**src/hdl/rtte_pkg.sv**
```systemverilog
// Shared types, codes, reset values and fixed-point helper for the RTT estimator.
package rtte_pkg;

  localparam int unsigned FIELD_W   = 32;
  localparam int unsigned GAIN_W    = 9;
  localparam int unsigned EXP_W     = 3;
  localparam int unsigned CFG_IDX_W = 3;
  localparam int unsigned PROD_W    = 43;

  localparam logic [GAIN_W-1:0]  MEAN_GAIN_RST   = 9'd32;
  localparam logic [GAIN_W-1:0]  DEV_GAIN_RST    = 9'd64;
  localparam logic [FIELD_W-1:0] MIN_TIMEOUT_RST = 32'd200000;
  localparam logic [FIELD_W-1:0] MAX_TIMEOUT_RST = 32'd60000000;
  localparam logic [EXP_W-1:0]   MAX_EXP_RST     = 3'd6;
  localparam logic [FIELD_W-1:0] INIT_RTT_RST    = 32'd1000000;

  typedef enum logic [1:0] {
    REQ_SEND    = 2'd0,
    REQ_ACK     = 2'd1,
    REQ_TIMEOUT = 2'd2,
    REQ_RESET   = 2'd3
  } req_type_t;

  typedef enum logic [CFG_IDX_W-1:0] {
    CFG_MEAN_GAIN   = 3'd0,
    CFG_DEV_GAIN    = 3'd1,
    CFG_MIN_TIMEOUT = 3'd2,
    CFG_MAX_TIMEOUT = 3'd3,
    CFG_MAX_EXP     = 3'd4,
    CFG_INIT_RTT    = 3'd5
  } cfg_index_t;

  typedef enum logic [3:0] {
    ST_IDLE,
    ST_SCAN,
    ST_EXEC,
    ST_DIFF,
    ST_DEV,
    ST_MUL,
    ST_ADJ,
    ST_RTO_START,
    ST_RTO_WAIT
  } state_t;

  typedef struct packed {
    logic               start;
    logic [FIELD_W-1:0] srtt;
    logic [FIELD_W-1:0] dev;
    logic [FIELD_W-1:0] min_to;
    logic [FIELD_W-1:0] max_to;
    logic [EXP_W-1:0]   exp;
  } rto_req_t;

  typedef struct packed {
    logic               valid;
    logic [FIELD_W-1:0] value;
  } rto_rsp_t;

  // Adds trunc(prod / 256), rounded toward zero, to cur and saturates to 32 bits.
  function automatic logic [FIELD_W-1:0] gain_apply(input logic [FIELD_W-1:0] cur,
                                                     input logic signed [PROD_W-1:0] prod);
    logic signed [PROD_W-1:0] adj;
    logic signed [PROD_W:0]   sum;
    logic [FIELD_W-1:0]       res;
    adj = prod[PROD_W-1] ? (prod + 43'sd255) : prod;
    sum = $signed({11'd0, cur}) + 44'(adj >>> 8);
    if (sum[PROD_W]) begin
      res = '0;
    end else if (|sum[PROD_W-1:FIELD_W]) begin
      res = '1;
    end else begin
      res = sum[FIELD_W-1:0];
    end
    return res;
  endfunction

endpackage

```
**src/hdl/rtte_rto.sv**
```systemverilog
// Two-stage retransmit timeout unit: floor, backoff shift and ceiling.
module rtte_rto
  import rtte_pkg::*;
(
  input  logic     clk,
  input  logic     rst_n,
  input  rto_req_t req,
  output rto_rsp_t rsp
);

  logic                  stg_r;
  logic                  vld_r;
  logic [FIELD_W+2:0]    base_r, base_nxt;
  logic [FIELD_W-1:0]    max_r;
  logic [EXP_W-1:0]      exp_r;
  logic [FIELD_W-1:0]    value_r, value_nxt;
  logic [FIELD_W+2:0]    sum;
  logic [FIELD_W+9:0]    shifted;

  // Stage one: srtt + 4*dev, raised to the floor.
  always_comb begin
    sum      = 35'(req.srtt) + {1'b0, req.dev, 2'b00};
    base_nxt = (sum < 35'(req.min_to)) ? 35'(req.min_to) : sum;
  end

  // Stage two: apply the backoff multiplier and clip to the ceiling.
  always_comb begin
    shifted   = 42'(base_r) << exp_r;
    value_nxt = (shifted > 42'(max_r)) ? max_r : shifted[FIELD_W-1:0];
  end

  always_ff @(posedge clk) begin
    if (!rst_n) begin
      stg_r <= 1'b0;
      vld_r <= 1'b0;
    end else begin
      stg_r <= req.start;
      if (req.start) begin
        vld_r <= 1'b0;
      end else if (stg_r) begin
        vld_r <= 1'b1;
      end
    end
  end

  always_ff @(posedge clk) begin
    if (req.start) begin
      base_r <= base_nxt;
      max_r  <= req.max_to;
      exp_r  <= req.exp;
    end
    if (stg_r) begin
      value_r <= value_nxt;
    end
  end

  assign rsp.valid = vld_r;
  assign rsp.value = value_r;

endmodule

```
**src/hdl/rtt_estimator_with_rto.sv**
```systemverilog
// Top level of the RTT estimator: outstanding-send table, estimator and result register.
// Timeout and reset events pass straight to the timeout unit; send and ack events first scan
// the table; an ack that seeds the estimate adds the difference step, and one that refines it
// also adds the deviation, multiplication and accumulate steps before the timeout. One event
// is in work at a time; the next is taken the cycle after its result enters the output
// register. The scan of the table memory, one entry per cycle through its single read port,
// sets the rate. Reset is synchronous, active low: it empties the table at once via
// per-entry valid flip-flops and loads register defaults.
module rtt_estimator_with_rto
  import rtte_pkg::*;
#(
  parameter int unsigned TABLE_DEPTH = 16,
  parameter int unsigned TIME_WIDTH  = 32
) (
  input  logic                 clk,
  input  logic                 rst_n,

  input  logic                 in_valid,
  output logic                 in_stall,
  input  logic [1:0]           in_req_type,
  input  logic [FIELD_W-1:0]   in_seq_num,
  input  logic [FIELD_W-1:0]   in_now_us,

  output logic                 out_valid,
  input  logic                 out_stall,
  output logic                 out_sample_taken,
  output logic [FIELD_W-1:0]   out_measured_rtt_us,
  output logic [FIELD_W-1:0]   out_timeout_us,
  output logic                 out_table_full_drop,

  input  logic                 cfg_valid,
  output logic                 cfg_ready,
  input  logic [CFG_IDX_W-1:0] cfg_index,
  input  logic [FIELD_W-1:0]   cfg_wdata
);

  localparam int unsigned IDX_W = (TABLE_DEPTH > 1) ? $clog2(TABLE_DEPTH) : 1;
  localparam int unsigned CNT_W = $clog2(TABLE_DEPTH + 1);
  localparam int unsigned ENT_W = FIELD_W + TIME_WIDTH + 1;

  // ---------------------------------------------------------------------------------------
  // Configuration registers. The port never back-pressures; writes to indexes past the
  // list are dropped.
  // ---------------------------------------------------------------------------------------
  logic [GAIN_W-1:0]  mean_gain_r;
  logic [GAIN_W-1:0]  dev_gain_r;
  logic [FIELD_W-1:0] min_timeout_r;
  logic [FIELD_W-1:0] max_timeout_r;
  logic [EXP_W-1:0]   max_exp_r;
  logic [FIELD_W-1:0] init_rtt_r;

  assign cfg_ready = 1'b1;

  always_ff @(posedge clk) begin
    if (!rst_n) begin
      mean_gain_r   <= MEAN_GAIN_RST;
      dev_gain_r    <= DEV_GAIN_RST;
      min_timeout_r <= MIN_TIMEOUT_RST;
      max_timeout_r <= MAX_TIMEOUT_RST;
      max_exp_r     <= MAX_EXP_RST;
      init_rtt_r    <= INIT_RTT_RST;
    end else if (cfg_valid && cfg_ready) begin
      case (cfg_index)
        CFG_MEAN_GAIN:   mean_gain_r   <= cfg_wdata[GAIN_W-1:0];
        CFG_DEV_GAIN:    dev_gain_r    <= cfg_wdata[GAIN_W-1:0];
        CFG_MIN_TIMEOUT: min_timeout_r <= cfg_wdata;
        CFG_MAX_TIMEOUT: max_timeout_r <= cfg_wdata;
        CFG_MAX_EXP:     max_exp_r     <= cfg_wdata[EXP_W-1:0];
        CFG_INIT_RTT:    init_rtt_r    <= cfg_wdata;
        default: ;
      endcase
    end
  end

  // ---------------------------------------------------------------------------------------
  // Table memory. Each word holds the sequence number, the send time and the retransmitted
  // mark. Validity is kept in flip-flops beside it so that a reset event empties the table
  // at once. Only one event is in work at a time and its single write lands after the scan
  // has finished, so reads and writes never overlap on an entry and no forwarding path is
  // needed.
  // ---------------------------------------------------------------------------------------
  logic [ENT_W-1:0]       mem [TABLE_DEPTH];
  logic [ENT_W-1:0]       mem_q;
  logic                   rd_en;
  logic [IDX_W-1:0]       rd_addr;
  logic                   wr_en;
  logic [IDX_W-1:0]       wr_addr;
  logic [ENT_W-1:0]       wr_data;

  always_ff @(posedge clk) begin
    if (wr_en) begin
      mem[wr_addr] <= wr_data;
    end
    if (rd_en) begin
      mem_q <= mem[rd_addr];
    end
  end

  logic [FIELD_W-1:0]    rd_seq;
  logic [TIME_WIDTH-1:0] rd_time;
  logic                  rd_retx;

  assign rd_seq  = mem_q[ENT_W-1 -: FIELD_W];
  assign rd_time = mem_q[TIME_WIDTH:1];
  assign rd_retx = mem_q[0];

  // ---------------------------------------------------------------------------------------
  // Control and working registers.
  // ---------------------------------------------------------------------------------------
  state_t                 state_r, state_nxt;
  logic [TABLE_DEPTH-1:0] valid_r, valid_nxt;
  logic [CNT_W-1:0]       idx_r, idx_nxt;
  logic                   cmp_vld_r, cmp_vld_nxt;
  logic [IDX_W-1:0]       cmp_idx_r, cmp_idx_nxt;
  logic                   hit_r, hit_nxt;
  logic [IDX_W-1:0]       hit_idx_r, hit_idx_nxt;
  logic                   hit_retx_r, hit_retx_nxt;
  logic [TIME_WIDTH-1:0]  hit_time_r, hit_time_nxt;
  logic                   free_r, free_nxt;
  logic [IDX_W-1:0]       free_idx_r, free_idx_nxt;

  req_type_t              req_r, req_nxt;
  logic [FIELD_W-1:0]     seq_r, seq_nxt;
  logic [TIME_WIDTH-1:0]  now_r, now_nxt;

  logic [FIELD_W-1:0]     srtt_r, srtt_nxt;
  logic [FIELD_W-1:0]     dev_r, dev_nxt;
  logic                   have_r, have_nxt;
  logic [EXP_W-1:0]       exp_r, exp_nxt;

  logic                   taken_r, taken_nxt;
  logic                   drop_r, drop_nxt;
  logic [FIELD_W-1:0]     meas_r, meas_nxt;
  logic signed [FIELD_W:0]    err_r, err_nxt;
  logic [FIELD_W-1:0]         aerr_r, aerr_nxt;
  logic signed [FIELD_W:0]    derr_r, derr_nxt;
  logic signed [PROD_W-1:0]   pm_r, pm_nxt;
  logic signed [PROD_W-1:0]   pd_r, pd_nxt;

  logic                   out_valid_r, out_valid_nxt;
  logic                   out_taken_r, out_drop_r;
  logic [FIELD_W-1:0]     out_meas_r, out_rto_r;
  logic                   out_load;

  logic                   in_accept;
  logic [TIME_WIDTH-1:0]  elapsed;
  logic [63:0]            elapsed_ext;

  rto_req_t               rto_req;
  rto_rsp_t               rto_rsp;

  assign in_stall  = (state_r != ST_IDLE);
  assign in_accept = in_valid && !in_stall;

  // Elapsed time wraps at the time width, then saturates to a 32-bit result.
  assign elapsed     = now_r - hit_time_r;
  assign elapsed_ext = 64'(elapsed);

  // The timeout unit always sees the live estimator state; it samples on start.
  assign rto_req.start  = (state_r == ST_RTO_START);
  assign rto_req.srtt   = srtt_r;
  assign rto_req.dev    = dev_r;
  assign rto_req.min_to = min_timeout_r;
  assign rto_req.max_to = max_timeout_r;
  assign rto_req.exp    = exp_r;

  rtte_rto u_rto (
    .clk   (clk),
    .rst_n (rst_n),
    .req   (rto_req),
    .rsp   (rto_rsp)
  );

  // ---------------------------------------------------------------------------------------
  // Sequencer. Send and ack events sweep the whole table, one read per cycle, recording the
  // matching entry (there is never more than one valid entry per sequence number) and the
  // first free slot. The update then runs as a short chain of registered steps: difference,
  // deviation error, the two gain multiplications and the saturating accumulate.
  // ---------------------------------------------------------------------------------------
  always_comb begin
    state_nxt    = state_r;
    valid_nxt    = valid_r;
    idx_nxt      = idx_r;
    cmp_vld_nxt  = 1'b0;
    cmp_idx_nxt  = cmp_idx_r;
    hit_nxt      = hit_r;
    hit_idx_nxt  = hit_idx_r;
    hit_retx_nxt = hit_retx_r;
    hit_time_nxt = hit_time_r;
    free_nxt     = free_r;
    free_idx_nxt = free_idx_r;
    req_nxt      = req_r;
    seq_nxt      = seq_r;
    now_nxt      = now_r;
    srtt_nxt     = srtt_r;
    dev_nxt      = dev_r;
    have_nxt     = have_r;
    exp_nxt      = exp_r;
    taken_nxt    = taken_r;
    drop_nxt     = drop_r;
    meas_nxt     = meas_r;
    err_nxt      = err_r;
    aerr_nxt     = aerr_r;
    derr_nxt     = derr_r;
    pm_nxt       = pm_r;
    pd_nxt       = pd_r;
    rd_en        = 1'b0;
    rd_addr      = idx_r[IDX_W-1:0];
    wr_en        = 1'b0;
    wr_addr      = hit_idx_r;
    wr_data      = {seq_r, hit_time_r, 1'b1};
    out_load     = 1'b0;

    case (state_r)
      ST_IDLE: begin
        if (in_accept) begin
          req_nxt   = req_type_t'(in_req_type);
          seq_nxt   = in_seq_num;
          now_nxt   = TIME_WIDTH'(64'(in_now_us));
          hit_nxt   = 1'b0;
          free_nxt  = 1'b0;
          taken_nxt = 1'b0;
          drop_nxt  = 1'b0;
          meas_nxt  = '0;
          idx_nxt   = '0;
          if (in_req_type inside {REQ_SEND, REQ_ACK}) begin
            state_nxt = ST_SCAN;
          end else begin
            state_nxt = ST_EXEC;
          end
        end
      end

      ST_SCAN: begin
        if (idx_r != CNT_W'(TABLE_DEPTH)) begin
          rd_en       = 1'b1;
          idx_nxt     = idx_r + 1'b1;
          cmp_vld_nxt = 1'b1;
          cmp_idx_nxt = idx_r[IDX_W-1:0];
        end
        if (cmp_vld_r) begin
          if (valid_r[cmp_idx_r] && (rd_seq == seq_r)) begin
            hit_nxt      = 1'b1;
            hit_idx_nxt  = cmp_idx_r;
            hit_retx_nxt = rd_retx;
            hit_time_nxt = rd_time;
          end
          if (!valid_r[cmp_idx_r] && !free_r) begin
            free_nxt     = 1'b1;
            free_idx_nxt = cmp_idx_r;
          end
          if (cmp_idx_r == IDX_W'(TABLE_DEPTH - 1)) begin
            state_nxt = ST_EXEC;
          end
        end
      end

      ST_EXEC: begin
        state_nxt = ST_RTO_START;
        case (req_r)
          REQ_SEND: begin
            if (hit_r) begin
              // Resent while outstanding: mark it so its ack is not timed.
              wr_en = 1'b1;
            end else if (free_r) begin
              wr_en              = 1'b1;
              wr_addr            = free_idx_r;
              wr_data            = {seq_r, now_r, 1'b0};
              valid_nxt[free_idx_r] = 1'b1;
            end else begin
              drop_nxt = 1'b1;
            end
          end
          REQ_ACK: begin
            if (hit_r) begin
              valid_nxt[hit_idx_r] = 1'b0;
              if (!hit_retx_r) begin
                taken_nxt = 1'b1;
                meas_nxt  = (|elapsed_ext[63:FIELD_W]) ? '1 : elapsed_ext[FIELD_W-1:0];
                exp_nxt   = '0;
                state_nxt = ST_DIFF;
              end
            end
          end
          REQ_TIMEOUT: begin
            exp_nxt = (exp_r >= max_exp_r) ? max_exp_r : (exp_r + 1'b1);
          end
          REQ_RESET: begin
            srtt_nxt  = init_rtt_r;
            dev_nxt   = '0;
            have_nxt  = 1'b0;
            exp_nxt   = '0;
            valid_nxt = '0;
          end
          default: ;
        endcase
      end

      ST_DIFF: begin
        if (have_r) begin
          err_nxt   = $signed({1'b0, meas_r}) - $signed({1'b0, srtt_r});
          aerr_nxt  = (meas_r >= srtt_r) ? (meas_r - srtt_r) : (srtt_r - meas_r);
          state_nxt = ST_DEV;
        end else begin
          // First measurement seeds the estimate directly.
          srtt_nxt  = meas_r;
          dev_nxt   = meas_r >> 1;
          have_nxt  = 1'b1;
          state_nxt = ST_RTO_START;
        end
      end

      ST_DEV: begin
        derr_nxt  = $signed({1'b0, aerr_r}) - $signed({1'b0, dev_r});
        state_nxt = ST_MUL;
      end

      ST_MUL: begin
        pm_nxt    = err_r * $signed({1'b0, mean_gain_r});
        pd_nxt    = derr_r * $signed({1'b0, dev_gain_r});
        state_nxt = ST_ADJ;
      end

      ST_ADJ: begin
        srtt_nxt  = gain_apply(srtt_r, pm_r);
        dev_nxt   = gain_apply(dev_r, pd_r);
        have_nxt  = 1'b1;
        state_nxt = ST_RTO_START;
      end

      ST_RTO_START: begin
        state_nxt = ST_RTO_WAIT;
      end

      ST_RTO_WAIT: begin
        if (rto_rsp.valid && (!out_valid_r || !out_stall)) begin
          out_load  = 1'b1;
          state_nxt = ST_IDLE;
        end
      end

      default: begin
        state_nxt = ST_IDLE;
      end
    endcase
  end

  // Output register: frees the sequencer as soon as the result is parked here.
  always_comb begin
    out_valid_nxt = out_valid_r && out_stall;
    if (out_load) begin
      out_valid_nxt = 1'b1;
    end
  end

  always_ff @(posedge clk) begin
    if (!rst_n) begin
      state_r     <= ST_IDLE;
      valid_r     <= '0;
      idx_r       <= '0;
      cmp_vld_r   <= 1'b0;
      hit_r       <= 1'b0;
      free_r      <= 1'b0;
      srtt_r      <= '0;
      dev_r       <= '0;
      have_r      <= 1'b0;
      exp_r       <= '0;
      taken_r     <= 1'b0;
      drop_r      <= 1'b0;
      out_valid_r <= 1'b0;
    end else begin
      state_r     <= state_nxt;
      valid_r     <= valid_nxt;
      idx_r       <= idx_nxt;
      cmp_vld_r   <= cmp_vld_nxt;
      hit_r       <= hit_nxt;
      free_r      <= free_nxt;
      srtt_r      <= srtt_nxt;
      dev_r       <= dev_nxt;
      have_r      <= have_nxt;
      exp_r       <= exp_nxt;
      taken_r     <= taken_nxt;
      drop_r      <= drop_nxt;
      out_valid_r <= out_valid_nxt;
    end
  end

  always_ff @(posedge clk) begin
    cmp_idx_r  <= cmp_idx_nxt;
    hit_idx_r  <= hit_idx_nxt;
    hit_retx_r <= hit_retx_nxt;
    hit_time_r <= hit_time_nxt;
    free_idx_r <= free_idx_nxt;
    req_r      <= req_nxt;
    seq_r      <= seq_nxt;
    now_r      <= now_nxt;
    meas_r     <= meas_nxt;
    err_r      <= err_nxt;
    aerr_r     <= aerr_nxt;
    derr_r     <= derr_nxt;
    pm_r       <= pm_nxt;
    pd_r       <= pd_nxt;
    if (out_load) begin
      out_taken_r <= taken_r;
      out_drop_r  <= drop_r;
      out_meas_r  <= meas_r;
      out_rto_r   <= rto_rsp.value;
    end
  end

  assign out_valid           = out_valid_r;
  assign out_sample_taken    = out_taken_r;
  assign out_measured_rtt_us = out_meas_r;
  assign out_timeout_us      = out_rto_r;
  assign out_table_full_drop = out_drop_r;

endmodule

```
**config.mk**
```make
export PLATFORM = sky130hd
export DESIGN_NAME = rtt_estimator_with_rto
export DESIGN_NICKNAME = d
export VERILOG_FILES = /design/src/hdl/rtte_pkg.sv /design/src/hdl/rtte_rto.sv /design/src/hdl/rtt_estimator_with_rto.sv
export SDC_FILE = /design/constraint.sdc
export NUM_CORES = 2
export LEC_CHECK = 0
export BUFFER_PORTS_ARGS = -buffer_cell sky130_fd_sc_hd__buf_2
export CORE_UTILIZATION = 46
export CTS_CLUSTER_SIZE = 40
export DETAILED_ROUTE_END_ITERATION = 16
export MAX_ROUTING_LAYER = met4
export SLEW_MARGIN = 0
export SYNTH_ARGS = -nofsm -noshare
export SYNTH_HDL_FRONTEND = slang
export SYNTH_HIERARCHICAL = 1
export SYNTH_SLANG_ARGS = --single-unit
```
**constraint.sdc**
```tcl
create_clock -name clk -period 5.7 [get_ports clk]
set_input_delay 1.71 -clock clk [delete_from_list [all_inputs] [get_ports clk]]
set_output_delay 1.71 -clock clk [all_outputs]
set_load 0.02 [all_outputs]
```
==> results_dict.tcl <==
set metrics [dict create \
    maxCapViolCount 0 \
    pin_count 175 \
    cts_root_buf "clkbuf_16" \
    fmax_mhz 171.2 \
    die-height_um 476.4 \
    cts_tree "done" \
    violations "negative setup slack" \
    die-area_mm2 0.2270 \
    place_ws_ns -0.5554 \
    drive_gt1_share_pct 21.74 \
    synth_cells 8080 \
    multi_input_area_mm2 0.04841 \
    synth_area_per_cell_um2 12.81 \
    initial_core_util_pct 46.44 \
    layout_setup_ws_ns -0.1406 \
    max_slew_margin_pct 9.925 \
    clkTransAtPathRegs_ns 0.06 \
    seqCellArea_mm2 0.05242 \
    rsz0062_at_grt "yes" \
    port_buffers 173 \
    rows 173 \
    ys.warnings.count 6 \
    dp.cells 11460 \
    post-synth-top-count-cell "edfxtp_1" \
    p_leak_nw 46.84 \
    synth_area_leaders "edfxtp_1 (46%), fa_1 (9.5%), mux4_2 (7.5%)" \
    nFillCells 18610 \
    numClockSinks 1817 \
    htreeDepth 4 \
    grtUsageTotal_pct 26.26 \
    hold_viol 0 \
    power.density_mw_per_mm2 378.4 \
    vias 67330 \
    netlist.area_leader.share_pct 46.38 \
    post_drt_via_cell_ratio 5.642 \
    design.core.area_mm2 0.2230 \
    synth-seq-cells 1817 \
    vdd_ir_drop_max_uv 640.2 \
    yosys.area.top_type "edfxtp_1" \
    routed_wl_mm 291.4 \
    first_pass_iters 6 \
    fin_cells 11930 \
    grt-ovfl-total 0 \
    synth-edff-count 1599 \
    finalNetCount 9852 \
    grt_pass1_wl_mm 435.7 \
    regToRegSetupSlack_ns -0.14 \
    maxSlewViolCount 0 \
    ys.flop_type "edfxtp_1" \
    status "complete, but fails checks" \
    path_max_fanout 5 \
    areaGrowthSynthToFinish_pct 16.53 \
    post-route-period-util_pct 102.5 \
    hold_class "flip-flop to flip-flop" \
    cp.arrival_ns 6.45 \
    clock_skew_ns 0.08177 \
    synth_seq_area_share_pct 50.59 \
    start_kind "flip-flop" \
    final_antenna_net_count 0 \
    fp.dieW_um 476.4 \
    synth_common_cells "edfxtp_1 (1599), nand2_1 (780), inv_1 (771)" \
    dp.final_hpwl_mm 203.5 \
    place_congestion 0.9386 \
    setup_viol 8 \
    clock_latency_ns 0.87 \
    syn-cell-area_mm2 0.1035 \
    synth_cell_types 112 \
    cp-end-kind "flip-flop" \
    worstMarginPinSlew_ns 1.317 \
    syn-num-nets 9146 \
    cts_made_buffers 193 \
    clk_path_buf_depth 3 \
    grt_pass1_vias 68310 \
    worstSetupPathType "flip-flop to flip-flop" \
    wl_per_cell_um 24.42 \
    crit_required_ns 6.30 \
    hold_depth 0 \
    async_flop_share_pct 0 \
    drtIter0Drc 5538 \
    ff2ff_path_depth 19 \
    antenna_found_initial 9 \
    finalCriticalPeriod_ns 5.841 \
    drc_errors 0 \
    grt_max_degree 115 \
]
-- critical path, stage by stage (launching register included) --
cell	delay, ns
edfxtp_1	0.48
buf_4	0.19
and2_1	0.16
fa_1	0.58
fa_1	0.45
fa_1	0.46
fa_1	0.50
inv_1	0.05
fa_1	0.48
inv_1	0.04
ha_1	0.29
nand2_1	0.11
or3_4	0.39
o221ai_4	0.25
o2111ai_4	0.19
a211oi_2	0.30
nor3_2	0.09
o41ai_2	0.33
a21oi_1	0.12
xnor2_1	0.14
-- stage by stage --
step	hold WS [ns]	instance area [um2]	power, mW	util (%)	TNS [ns]
CTS	0.4099	119300	45.36	53.53	-0.4542
finish	0.4097	120600	45.65	54.11	-0.4571
detailed placement	0.4045	111700	32.36	50.12	-15.37
floorplan	0.4003	103600	27.04	-	0
global route	0.4224	120600	47.66	54.11	-3.843
global placement	0.4022	111700	32.22	50.12	-13.95
-- cells by family (layout without fill, tap and decap cells) --
logic type	Yosys count	in the layout	share of synthesized area [%]
AND/OR/NAND/NOR	1979	1979	9.186
flip-flops	1817	1817	50.59
AO/OA/AOI/OAI	1397	1397	9.042
buffers and inverters	1103	1979	4.132
adder cells (fa/ha/maj)	960	960	15.15
multiplexers	471	471	8.922
XOR/XNOR	352	352	2.978
other	1	2	0.003622
-- power by group --
group | switching, mW | internal [mW]
Clock | 5.61 | 7.17
Combinational | 9.07 | 6.69
Sequential | 1.10 | 16.0
-- state kept, by name (all words and copies together), names as in the netlist, 33 cells and up --
name,count
derr_r,33
err_r,33
mem,1040
mem_q,65
pd_r,43
pm_r,43
u_rto/base_r,35
-- worst paths after layout --
path,startpoint,end
hold / removal,u_rto/value_r[17]$_DFFE_PP_,out_timeout_us[17]$_DFFE_PP_
hold reg to reg,u_rto/value_r[17]$_DFFE_PP_,out_timeout_us[17]$_DFFE_PP_
setup reg to reg,derr_r[16]$_DFFE_PP_,pd_r[42]$_DFFE_PP_
setup / recovery,derr_r[16]$_DFFE_PP_,pd_r[42]$_DFFE_PP_
-- layout by cell type (no fill, tap or decap), types with 27 or more instances in the layout --
cell type,count
xor2_1,124
inv_2,34
mux2i_1,39
o21a_1,72
xnor2_1,226
a211oi_1,37
dfxtp_1,201
clkbuf_1,33
mux2_4,29
o21bai_1,57
a21oi_2,46
o21ai_0,238
buf_6,46
fa_1,463
nor3_1,74
clkinv_1,33
edfxtp_1,1599
nand2b_1,52
a31oi_1,31
ha_1,430
nor2b_1,46
buf_4,571
clkbuf_16,196
mux2_2,59
ha_4,38
mux4_2,344
nor2_1,304
nand2_1,758
nand3_1,110
inv_1,736
and3_1,39
a21boi_0,106
clkinv_2,40
nand4_1,53
o211ai_1,27
buf_2,172
a21oi_1,335
buf_12,45
a21o_1,151
and2_1,334
-- final cells by class --
type | count | area share (%)
diodes | 1 | 0.002074
clock buffers | 228 | 4.129
clock inverters | 137 | 1.244
inverters | 774 | 2.411
multi-input cells | 5160 | 40.13
flip-flops and latches | 1817 | 43.45
well taps | 2975 | 3.085
repair buffers | 840 | 5.550
-- repair_timing --
item / in CTS / in global routing
resized for setup: 146 / 194
buffers inserted: 63 / 48
setup endpoints to repair: 63 / 71
hold buffers: 0 / 0
pin swaps: 138 / 171
cloned: 1 / 3
-- per-layer routing --
layer	track usage (%)	vias up	wire length, um
li1	-	30570	-
met3	3.214	505	14770
met1	33.24	34310	119400
met4	10.39	0	12900
met5	-	-	0
met2	43.04	1936	144300
Note: power is estimated with default switching activity, not from simulation.
